**config.mk**
```make
export PLATFORM = sky130hd
export DESIGN_NAME = mqde_cell
export DESIGN_NICKNAME = d
export VERILOG_FILES = /design/src/rtl/mqde_pkg.sv /design/src/rtl/mqde_cell.sv
export SDC_FILE = /design/constraint.sdc
export NUM_CORES = 1
export LEC_CHECK = 0
export ABC_AREA = 0
export CAP_MARGIN = 15
export CORE_MARGIN = 2
export CORE_UTILIZATION = 58
export CTS_CLUSTER_DIAMETER = 30
export DETAILED_ROUTE_END_ITERATION = 10
export DONT_BUFFER_PORTS = 1
export PLACE_DENSITY_LB_ADDON = 0.12
export SYNTH_ARGS = -nofsm -noshare
export SYNTH_HDL_FRONTEND = slang
export SYNTH_SLANG_ARGS = --single-unit
```
**constraint.sdc**
```tcl
create_clock -name clk -period 4.3 [get_ports clk]
set_clock_uncertainty 0.1 [all_clocks]
set_input_delay 0.215 -clock clk [delete_from_list [all_inputs] [get_ports clk]]
set_output_delay 0.215 -clock clk [all_outputs]
set_load 0.02 [all_outputs]
```
**src/rtl/mqde_pkg.sv**
```systemverilog
// shared types and constants for the multi-queue deque engine
package mqde_pkg;

  localparam int NUM_QUEUES_DEF = 8;
  localparam int DEPTH_DEF      = 16;
  localparam int DATA_WIDTH_DEF = 32;

  typedef enum logic [2:0] {
    CMD_CLAIM     = 3'd0,
    CMD_RELEASE   = 3'd1,
    CMD_PUSH_TAIL = 3'd2,
    CMD_PUSH_HEAD = 3'd3,
    CMD_POP_HEAD  = 3'd4,
    CMD_REM_MATCH = 3'd5,
    CMD_REM_AT    = 3'd6,
    CMD_READ_AT   = 3'd7
  } cmd_e;

  typedef enum logic [2:0] {
    ST_OK          = 3'd0,
    ST_NO_FREE     = 3'd1,
    ST_NOT_CLAIMED = 3'd2,
    ST_EMPTY       = 3'd3,
    ST_NOT_FOUND   = 3'd4,
    ST_RANGE       = 3'd5,
    ST_FULL        = 3'd6
  } status_e;

  typedef enum logic [2:0] {
    CO_HOLD,
    CO_PUSH_TAIL,
    CO_PUSH_HEAD,
    CO_CLOSE_AT,
    CO_CLOSE_MATCH
  } cell_op_e;

  typedef struct packed {
    logic     en;
    cell_op_e op;
  } cell_ctl_t;

endpackage

```
**src/rtl/mqde_cell.sv**
```systemverilog
// one entry cell of a queue row, shifting toward head or tail
module mqde_cell #(
  parameter int DATA_WIDTH = 32,
  parameter int CW         = 5,
  parameter int XW         = 5,
  parameter int K          = 0
) (
  input  logic                  clk,
  input  mqde_pkg::cell_ctl_t   ctl,
  input  logic [DATA_WIDTH-1:0] val,
  input  logic [XW-1:0]         pos,
  input  logic [CW-1:0]         cnt,
  input  logic [DATA_WIDTH-1:0] prev_data,
  input  logic [DATA_WIDTH-1:0] next_data,
  input  logic                  hit_in,
  output logic [DATA_WIDTH-1:0] data,
  output logic                  hit_out
);
  import mqde_pkg::*;

  localparam logic [XW-1:0] KX = XW'(K);
  localparam logic [CW-1:0] KC = CW'(K);

  logic                  hit;
  logic [DATA_WIDTH-1:0] data_next;

  assign hit     = (KC < cnt) && (data == val);
  assign hit_out = hit_in | hit;

  always_comb begin
    data_next = data;
    if (ctl.en) begin
      case (ctl.op)
        CO_PUSH_TAIL: if (KC == cnt) data_next = val;
        CO_PUSH_HEAD: data_next = prev_data;
        CO_CLOSE_AT: if (KX >= pos) data_next = next_data;
        CO_CLOSE_MATCH: if (hit_out) data_next = next_data;
        default: data_next = data;
      endcase
    end
  end

  always_ff @(posedge clk) begin
    data <= data_next;
  end

endmodule

```
==> flow_metrics.py, run 1 <==
metrics = {
    "die": {
        "die_w_um": 75.5,
        "io_pins": 145,
        "coreArea_um2": 5010,
        "num_rows": 26,
        "chipHeight_um": 75.5,
        "start_util_pct": 59.1,
        "die_area_um2": 5700,
    },
    "status": {
        "outcome": "complete, no violations",
    },
    "final_layout": {
        "reg_top3": "data x32",
        "nNetsFinal": 403,
        "finalInstanceArea_um2": 3000,
        "num-fill-cells": 457,
        "drive_gt1_share_pct": 5.14,
        "top_register": "data",
        "regArea_um2": 961,
        "largest_reg_flops": 32,
        "synthToLayoutAreaGrowth_pct": 1.27,
        "n_antenna_cell": 0,
        "multi_input_area_um2": 1820,
    },
    "worst_setup_path": {
        "cp_max_fo": 32,
        "cp.arrival_ns": 2.64,
        "required_ns": 4.11,
        "rr_worst_depth": 5,
        "ff2ff_setup_slack_ns": 1.46,
        "end_kind": "register",
        "critPathKind": "register to register",
        "reg2reg_to": "data[26]",
        "r2r_start": "data[27]",
        "critPathLaunchType": "register",
    },
    "sta": {
        "setup_viol": 0,
        "maxSlewHeadroom_pct": 26.7,
        "worst_slew_pin_slew_ns": 1.09,
        "fin_tns_setup_ns": 0,
        "post-route-period-util_pct": 66.0,
        "finalHoldViolCount": 0,
        "grt_setup_unrepaired": "false",
        "period_minus_slack_ns": 2.84,
        "holdWs_ns": 0.0367,
        "maxSlewViolCount": 0,
        "setup_slack_ns": 1.46,
        "max_clock_freq_mhz": 353,
    },
    "yosys": {
        "muxShareOfSynthArea_pct": 0,
        "synth_top_cells_by_count": "a22o_1 (64), nor2_1 (34)",
        "syn-num-nets": 427,
        "synth_top_family_by_area": "compound AO/OA/AOI/OAI gates",
        "ys_async_sr_fraction_pct": 0,
        "synthFlopType": "edfxtp_1",
        "ys_seq_area_share_pct": 32.4,
        "synth_top_area_share_pct": 32.4,
        "synth-compound-area-share_pct": 36.0,
        "ys_types": 27,
        "synth_xor_area_share_pct": 9.46,
        "avgSynthCellArea_um2": 9.41,
        "synth_warnings": 0,
        "yosysMostFrequentCell": "a22o_1",
        "ys_ff_latch": 32,
        "yosys.area.top_type": "edfxtp_1",
        "synth-edff-count": 32,
        "synth_fa_ha_area_share_pct": 0,
        "synth.area.top_cells": "edfxtp_1 (32%), a22o_1 (19%), a221o_1 (11%), xnor2_1 (7.1%), nor2b_1 (6.8%)",
        "synth-simple-area-share_pct": 15.7,
        "netlist_instances": 315,
        "mappedNetlistArea_um2": 2960,
    },
    "global_routing": {
        "grt_max_degree": 100,
        "overflow": 0,
        "grt_pass1_vias": 2340,
        "grt_pass1_wl_um": 11600,
        "track_usage_pct": 27.0,
        "antenna_found_initial": 0,
    },
    "worst_hold_path": {
        "whs_path_depth": 1,
        "hp-class": "input port to register",
        "holdCritStartpoint": "ctl[0]",
        "min_to": "data[18]",
    },
    "power": {
        "p_total_w": 0.000875,
        "ir_drop_uv": 191,
        "power_density_nw_per_um2": 292,
        "p_leak_nw": 0.992,
    },
    "clock_network": {
        "holdBufCountCts": 0,
        "root_buffer": "clkbuf_8",
        "cts_tree": "built",
        "clockBufferDepth": 2,
        "clk_pin_slew_ns": 0.08,
        "htreeDepth": 2,
        "cts_resized": 0,
        "clk_latency_ns": 0.29,
        "cts_setup_buffers": 0,
        "cts_inserted_buffers": 5,
        "cts_num_sinks": 32,
    },
    "routing": {
        "vias": 2562,
        "wl_per_cell_um": 22.4,
        "ant_nets": 0,
        "viasPerCell": 7.08,
        "dr.pass1.iters": 4,
        "drc": 0,
        "drt_wl_total_um": 8120,
        "drt_iter0_drc": 189,
    },
    "placed_design": {
        "place_hpwl_um": 5290,
        "pre_cts_slack_ns": 1.51,
        "placed_area_um2": 2890,
        "routabilityCongestion": 0.749,
        "io_buffers": 0,
    },
    "flow_run": {
        "max_cap_violations": 0,
    },
}
worst max path at each step:
stage / to / slack, ns / startpoint / depth (start not counted)
5_1_grt: data[10] / 1.37 / data[14] / 5
3_3_place_gp: data[6] / 1.47 / data[18] / 4
6_report: data[26] / 1.46 / data[27] / 5
2_1_floorplan: data[0] / 1.72 / data[6] / 5
3_5_place_dp: data[6] / 1.51 / data[18] / 4
4_1_cts: data[27] / 1.47 / data[18] / 4
cell type report:
type                            instances  share of cell area (%)
Clock buffer                            6                    2.42
Clock inverter                          2                    1.17
Inverter                                2                   0.250
Multi-Input combinational cell        248                    60.7
Sequential cell                        32                    32.0
Tap cell                               70                    2.92
Timing Repair Buffer                    2                   0.500
placed cells by master, fill, tap and decap left out, types with 2 or more instances in the layout:
| master | count |
|---|---|
| a21oi_1 | 32 |
| a221o_1 | 32 |
| a22o_1 | 64 |
| buf_4 | 2 |
| clkbuf_8 | 5 |
| edfxtp_1 | 32 |
| inv_1 | 2 |
| nand4_1 | 7 |
| nor2_1 | 33 |
| nor2b_1 | 32 |
| nor3_2 | 2 |
| nor4_1 | 3 |
| xnor2_1 | 24 |
| xor2_1 | 8 |
per-layer routing:
layer,vias up,routed length [um],track usage [%]
li1,1184,-,-
met3,11,747,9.13
met4,0,131,7.21
met5,-,0,0
met2,129,3880,43.2
met1,1238,3360,35.2
worst max-delay path: stages, from the launching register on:
cell and delay [ns]:
edfxtp_1 0.51, xnor2_1 0.28, nand4_1 0.14, nor4_1 0.27
nand4_1 0.22, o21ai_4 0.91
logic make-up after synthesis:
| logic type | Yosys count |
|---|---|
| buffers and inverters | 35 |
| AND/OR/NAND/NOR | 85 |
| XOR/XNOR | 32 |
| flip-flops | 32 |
| AO/OA/AOI/OAI | 131 |
through the flow:
stage	utilization [%]	cells
after floorplan	-	315
after global placement	57.7	354
after detailed placement	57.7	354
after CTS	59.9	362
after global routing	59.9	362
final	59.9	362
report_power, final:
| part | total, W | internal (W) | leakage [nW] | switching [W] |
|---|---|---|---|---|
| clock | 0.000295 | 0.000172 | 0.0552 | 0.000123 |
| combinational | 0.000174 | 0.000101 | 0.653 | 0.0000729 |
| sequential | 0.000406 | 0.000371 | 0.284 | 0.0000355 |
Note: power is estimated with default switching activity, not from simulation.
==> inputs of run 2 (changes only) <==
==> constraint.sdc (replaced) <==
create_clock -name clk -period 2.35 [get_ports clk]
set_clock_uncertainty 0.1 [all_clocks]
set_input_delay 0.1175 -clock clk [delete_from_list [all_inputs] [get_ports clk]]
set_output_delay 0.1175 -clock clk [all_outputs]
set_load 0.02 [all_outputs]
==> run 2 against run 1 <==
Final cell count up 10%. Worst hold slack worse by 0.026 ns. Combinational power grew to 2.5 times the previous value. Register-to-register slack got worse by 1.2 ns. Clock power grew 37%. Routed wire length grew 6.2%. Critical path depth rose by 1. Worst setup slack lost 1.2 ns. Clock-buffer cell count is 1 higher. Via count rose by 8.5%. Total power up 76%. Global-route usage up 2.5 points.
==> flow_metrics.py, run 2 (synthesis gave the netlist of run 1 again) <==
metrics = {
    "placed_design": {
        "io_buffers": 0,
        "place_hpwl_um": 5710,
        "pre_cts_slack_ns": 0.261,
        "placed_area_um2": 3160,
        "routabilityCongestion": 0.737,
    },
    "worst_setup_path": {
        "cp_max_fo": 24,
        "r2r_start": "data[27]",
        "critPathKind": "register to register",
        "required_ns": 2.23,
        "crit_slowest_cell": "edfxtp_1",
        "end_kind": "register",
        "critical_path_buf_inv_count": 1,
        "critPathLaunchType": "register",
        "reg2reg_to": "data[27]",
        "ff2ff_setup_slack_ns": 0.24,
        "rr_worst_depth": 6,
        "path_cells": "xnor2_1 -> nand4_1 -> nor4_1 -> nand4_1 -> o21ai_4 -> buf_12",
        "crit_family": "simple AND/OR/NAND/NOR gates",
        "cp_common_cell": "nand4_1",
        "cp.arrival_ns": 1.99,
        "critical_path.max_stage_delay_ns": 0.42,
    },
    "routing": {
        "viasPerCell": 6.95,
        "ant_nets": 0,
        "vias": 2780,
        "drc": 0,
        "drt_iter0_drc": 227,
        "wl_per_cell_um": 21.5,
        "drt_wl_total_um": 8620,
        "dr.pass1.iters": 4,
    },
    "power": {
        "ir_drop_uv": 269,
        "power_density_nw_per_um2": 468,
        "p_total_w": 0.00154,
        "p_leak_nw": 1.16,
    },
    "sta": {
        "max_clock_freq_mhz": 474,
        "finalHoldViolCount": 0,
        "maxSlewHeadroom_pct": 20.7,
        "post-route-period-util_pct": 89.7,
        "setup_viol": 0,
        "setup_slack_ns": 0.242,
        "fin_tns_setup_ns": 0,
        "worst_slew_pin_slew_ns": 1.19,
        "period_minus_slack_ns": 2.11,
        "grt_setup_unrepaired": "false",
        "maxSlewViolCount": 0,
    },
    "final_layout": {
        "reg_top3": "data x32",
        "top_register": "data",
        "synthToLayoutAreaGrowth_pct": 11.1,
        "finalInstanceArea_um2": 3290,
        "nNetsFinal": 441,
        "final_util_pct": 65.7,
        "drive_gt1_share_pct": 14.5,
        "final_cell_mix": "a22o_1 (64), buf_4 (35), nor2_1 (33)",
        "layout_commonest_cell": "a22o_1",
        "largest_reg_flops": 32,
        "n_antenna_cell": 0,
        "num-fill-cells": 460,
    },
    "worst_hold_path": {
        "whs_path_depth": 1,
        "hp-class": "input port to register",
        "min_to": "data[19]",
        "holdCritStartpoint": "ctl[2]",
    },
    "status": {
        "outcome": "complete, no violations",
    },
    "die": {
        "num_rows": 26,
        "coreArea_um2": 5010,
        "die_area_um2": 5700,
        "start_util_pct": 59.1,
        "chipHeight_um": 75.5,
        "die_w_um": 75.5,
        "io_pins": 145,
    },
    "global_routing": {
        "grt_pass1_vias": 2529,
        "overflow": 0,
        "grt_pass1_wl_um": 12500,
        "antenna_found_initial": 0,
        "track_usage_pct": 29.6,
        "grt_max_degree": 73,
    },
    "flow_run": {
        "max_cap_violations": 0,
    },
    "clock_network": {
        "clk_latency_ns": 0.28,
        "clockBufferDepth": 2,
        "cts_setup_buffers": 0,
        "holdBufCountCts": 4,
        "cts_num_sinks": 32,
        "cts_tree": "built",
        "clk_pin_slew_ns": 0.06,
        "cts_inserted_buffers": 5,
        "htreeDepth": 2,
        "cts_resized": 0,
        "root_buffer": "clkbuf_8",
    },
}
run 2: cell count changes in the layout (fill, tap and decap cells not counted), sizes merged:
cell / before / now
buf: 2 / 37
bufinv: 1 / 0
dlygate4sd3: 0 / 3
clkbuf: 6 / 7
run 2: layer usage:
| metal | up-vias | GRT usage [%] | share of wire [%] |
|---|---|---|---|
| met4 | 0 | 9.36 | 2.1 |
| met2 | 162 | 47.3 | 47 |
| met5 | - | 0 | 0 |
| li1 | 1259 | - | - |
| met3 | 14 | 7.41 | 9.7 |
| met1 | 1345 | 39.6 | 41 |
run 2: cell type report:
cell class                 count  area [um^2]  area share, %
timing repair buffer          40          333           10.1
clock inverter                 1         3.75          0.114
tap                           70         87.6           2.66
clock buffer                   7         76.3           2.32
inverter                       2         7.51          0.228
multi-input combinational    248         1820           55.4
sequential                    32          961           29.2
run 2: power by group:
part           internal, W  switching [W]  leakage, nW
sequential        0.000677      0.0000229        0.284
combinational     0.000233       0.000204        0.841
clock             0.000206       0.000197       0.0399
total              0.00112       0.000423         1.16
run 2: worst max-delay path by stage:
stage	from	end	slack [ns]	cells after the start
global placement	data[27]	data[22]	0.31	6
detailed placement	data[27]	data[22]	0.26	6
global route	data[6]	data[23]	0.05	6
CTS	data[27]	data[22]	0.24	6
floorplan	data[6]	data[0]	0.03	5
finish	data[27]	data[27]	0.24	6
run 2: per-stage QoR:
| stage | hold slack (ns) | instances |
|---|---|---|
| 3_5_place_dp | 0.241 | 388 |
| 3_3_place_gp | 0.240 | 388 |
| 5_1_grt | 0.00883 | 400 |
| 6_report | 0.0111 | 400 |
| 2_1_floorplan | 0.311 | 315 |
| 4_1_cts | 0.00462 | 400 |
==> inputs of run 3 (changes only) <==
--- a/config.mk
+++ b/config.mk
@@ -6,12 +6,12 @@
 export NUM_CORES = 1
 export LEC_CHECK = 0
 export ABC_AREA = 0
+export BUFFER_PORTS_ARGS = -buffer_cell sky130_fd_sc_hd__buf_4
 export CAP_MARGIN = 15
 export CORE_MARGIN = 2
-export CORE_UTILIZATION = 58
+export CORE_UTILIZATION = 43
 export CTS_CLUSTER_DIAMETER = 30
 export DETAILED_ROUTE_END_ITERATION = 10
-export DONT_BUFFER_PORTS = 1
 export PLACE_DENSITY_LB_ADDON = 0.12
 export SYNTH_ARGS = -nofsm -noshare
 export SYNTH_HDL_FRONTEND = slang
==> run 3 against run 2 <==
Sequential share of layout area decreased by 6.3 points. Register-to-register slack got worse by 0.07 ns. Utilization decreased by 3.3 points. Critical path type unchanged. Total power increased by 15%. Die area increased by 33%. Maximum frequency decreased by 3.3%. Cell area increased by 27%. Final cell count increased by 33%. Combinational power increased by 52%. Non-clock buffer count increased by 121. Highest routed layer unchanged. Sequential power about the same. Flip-flop and latch count unchanged.
==> flow_metrics.py, run 3 (synthesis gave the netlist of run 1 again) <==
metrics = {
    "status": {
        "outcome": "complete, no violations",
    },
    "worst_setup_path": {
        "path_cells": "xnor2_1 -> nand4_1 -> nor4_1 -> nand4_1 -> o21ai_4 -> buf_12",
        "required_ns": 2.24,
        "critical_path_buf_inv_count": 1,
        "reg2reg_to": "data[7]",
        "cp_common_cell": "nand4_1",
        "crit_slowest_cell": "edfxtp_1",
        "critical_path.max_stage_delay_ns": 0.42,
        "r2r_start": "data[23]",
        "cp.depth": 6,
        "critPathLaunchType": "register",
        "endpoint": "data[7]",
        "critPathKind": "register to register",
        "end_kind": "register",
        "cp.arrival_ns": 2.07,
        "ff2ff_setup_slack_ns": 0.17,
        "crit_family": "simple AND/OR/NAND/NOR gates",
        "setup.worst_path.start": "data[23]",
        "cp_max_fo": 25,
        "rr_worst_depth": 6,
    },
    "worst_hold_path": {
        "hp-class": "input port to register",
    },
    "sta": {
        "setup_viol": 0,
        "maxSlewHeadroom_pct": 49.2,
        "max_clock_freq_mhz": 458,
        "worst_slew_pin_slew_ns": 0.759,
        "period_minus_slack_ns": 2.18,
        "post-route-period-util_pct": 92.8,
        "maxSlewViolCount": 0,
        "setup_slack_ns": 0.169,
        "finalHoldViolCount": 0,
        "fin_tns_setup_ns": 0,
        "grt_setup_unrepaired": "false",
    },
    "final_layout": {
        "layout_commonest_cell": "buf_4",
        "final_util_pct": 62.4,
        "largest_reg_flops": 32,
        "nNetsFinal": 562,
        "drive_gt1_share_pct": 38.1,
        "reg_top3": "data x32",
        "fin_cells": 531,
        "top_register": "data",
        "final_cell_mix": "buf_4 (160), a22o_1 (64), nor2_1 (33)",
        "num-fill-cells": 567,
        "n_antenna_cell": 0,
        "synthToLayoutAreaGrowth_pct": 41.5,
    },
    "die": {
        "io_pins": 145,
        "die_w_um": 87.0,
        "coreArea_um2": 6720,
        "num_rows": 30,
        "die_area_um2": 7570,
        "start_util_pct": 44.1,
        "chipHeight_um": 87.0,
    },
    "routing": {
        "dr.pass1.iters": 4,
        "drt_iter0_drc": 202,
        "ant_nets": 0,
        "drt_wl_total_um": 9630,
        "wl_per_cell_um": 18.1,
        "viasPerCell": 5.95,
        "vias": 3157,
        "drc": 0,
    },
    "global_routing": {
        "track_usage_pct": 25.3,
        "antenna_found_initial": 0,
        "overflow": 0,
        "grt_max_degree": 49,
        "grt_pass1_vias": 2987,
        "grt_pass1_wl_um": 14900,
    },
    "power": {
        "p_leak_nw": 1.75,
        "swShare_pct": 29.9,
        "switchingPower_w": 0.000527,
        "power_density_nw_per_um2": 421,
        "ir_drop_uv": 239,
        "power_frac_comb_pct": 37.8,
        "seq_power_share_pct": 39.6,
        "p_int_w": 0.00124,
        "p_clk_share_pct": 22.6,
    },
    "clock_network": {
        "cts_setup_buffers": 0,
        "cts_num_sinks": 32,
        "clk_pin_slew_ns": 0.07,
        "clk_latency_ns": 0.29,
        "cts_tree": "built",
        "holdBufCountCts": 0,
        "cts_resized": 0,
        "clockBufferDepth": 2,
        "root_buffer": "clkbuf_8",
        "cts_inserted_buffers": 5,
        "htreeDepth": 2,
    },
    "placed_design": {
        "place_hpwl_um": 7130,
        "routabilityCongestion": 0.882,
        "dp_cells": 518,
        "pre_cts_slack_ns": 0.0504,
        "io_buffers": 144,
    },
    "flow_run": {
        "max_cap_violations": 0,
    },
}
[run 3: cell types whose count changed in the layout (fill, tap and decap cells not counted)]
cell           previous run  this run
dlygate4sd3_1             3         0
buf_4                    35       160
buf_12                    2         1
[run 3: final cells by class]
type | count | area (um^2) | share of cell area, %
Clock buffer | 7 | 76.3 | 1.82
Clock inverter | 1 | 3.75 | 0.0896
Inverter | 2 | 7.51 | 0.179
Multi-Input combinational cell | 248 | 1820 | 43.5
Sequential cell | 32 | 961 | 22.9
Tap cell | 80 | 100 | 2.39
Timing Repair Buffer | 161 | 1220 | 29.1
[run 3: power by group through the flow]
stage	combinational (W)	clock [W]	sequential, W
4_1_cts	0.000662	0.000405	0.000699
2_1_floorplan	0.000323	0	0.000748
3_3_place_gp	0.000651	0	0.000709
3_5_place_dp	0.000657	0	0.000711
6_report	0.000666	0.000399	0.000699
5_1_grt	0.000718	0.000438	0.000703
[run 3: how the worst min path moves through the flow]
stage,slack [ns],start,depth (start not counted),end
final,0.13,prev_data[14],4,data[14]
after global routing,0.16,prev_data[23],4,data[23]
after CTS,0.13,prev_data[14],4,data[14]
after detailed placement,0.43,prev_data[14],4,data[14]
after global placement,0.42,prev_data[0],4,data[0]
after floorplan,0.31,hit_in,2,hit_out
[run 3: worst min-delay path, stage by stage]
cell	delay, ns
buf_4	0.07
a21oi_1	0.05
nor2_1	0.08
a221o_1	0.10
[run 3: metal layers]
layer  routed length [um]  GRT usage, %
met5                    0             0
met4                  156          8.95
met3                  773          5.02
met2                 4680          41.2
met1                 4020          33.4
[run 3: metrics by stage]
step	total power, W	hold slack, ns	area, um^2
after detailed placement	0.00137	0.427	4070
after CTS	0.00177	0.130	4150
after floorplan	0.00107	0.311	2970
after global placement	0.00136	0.422	4070
after global routing	0.00186	0.158	4190
final	0.00176	0.131	4190
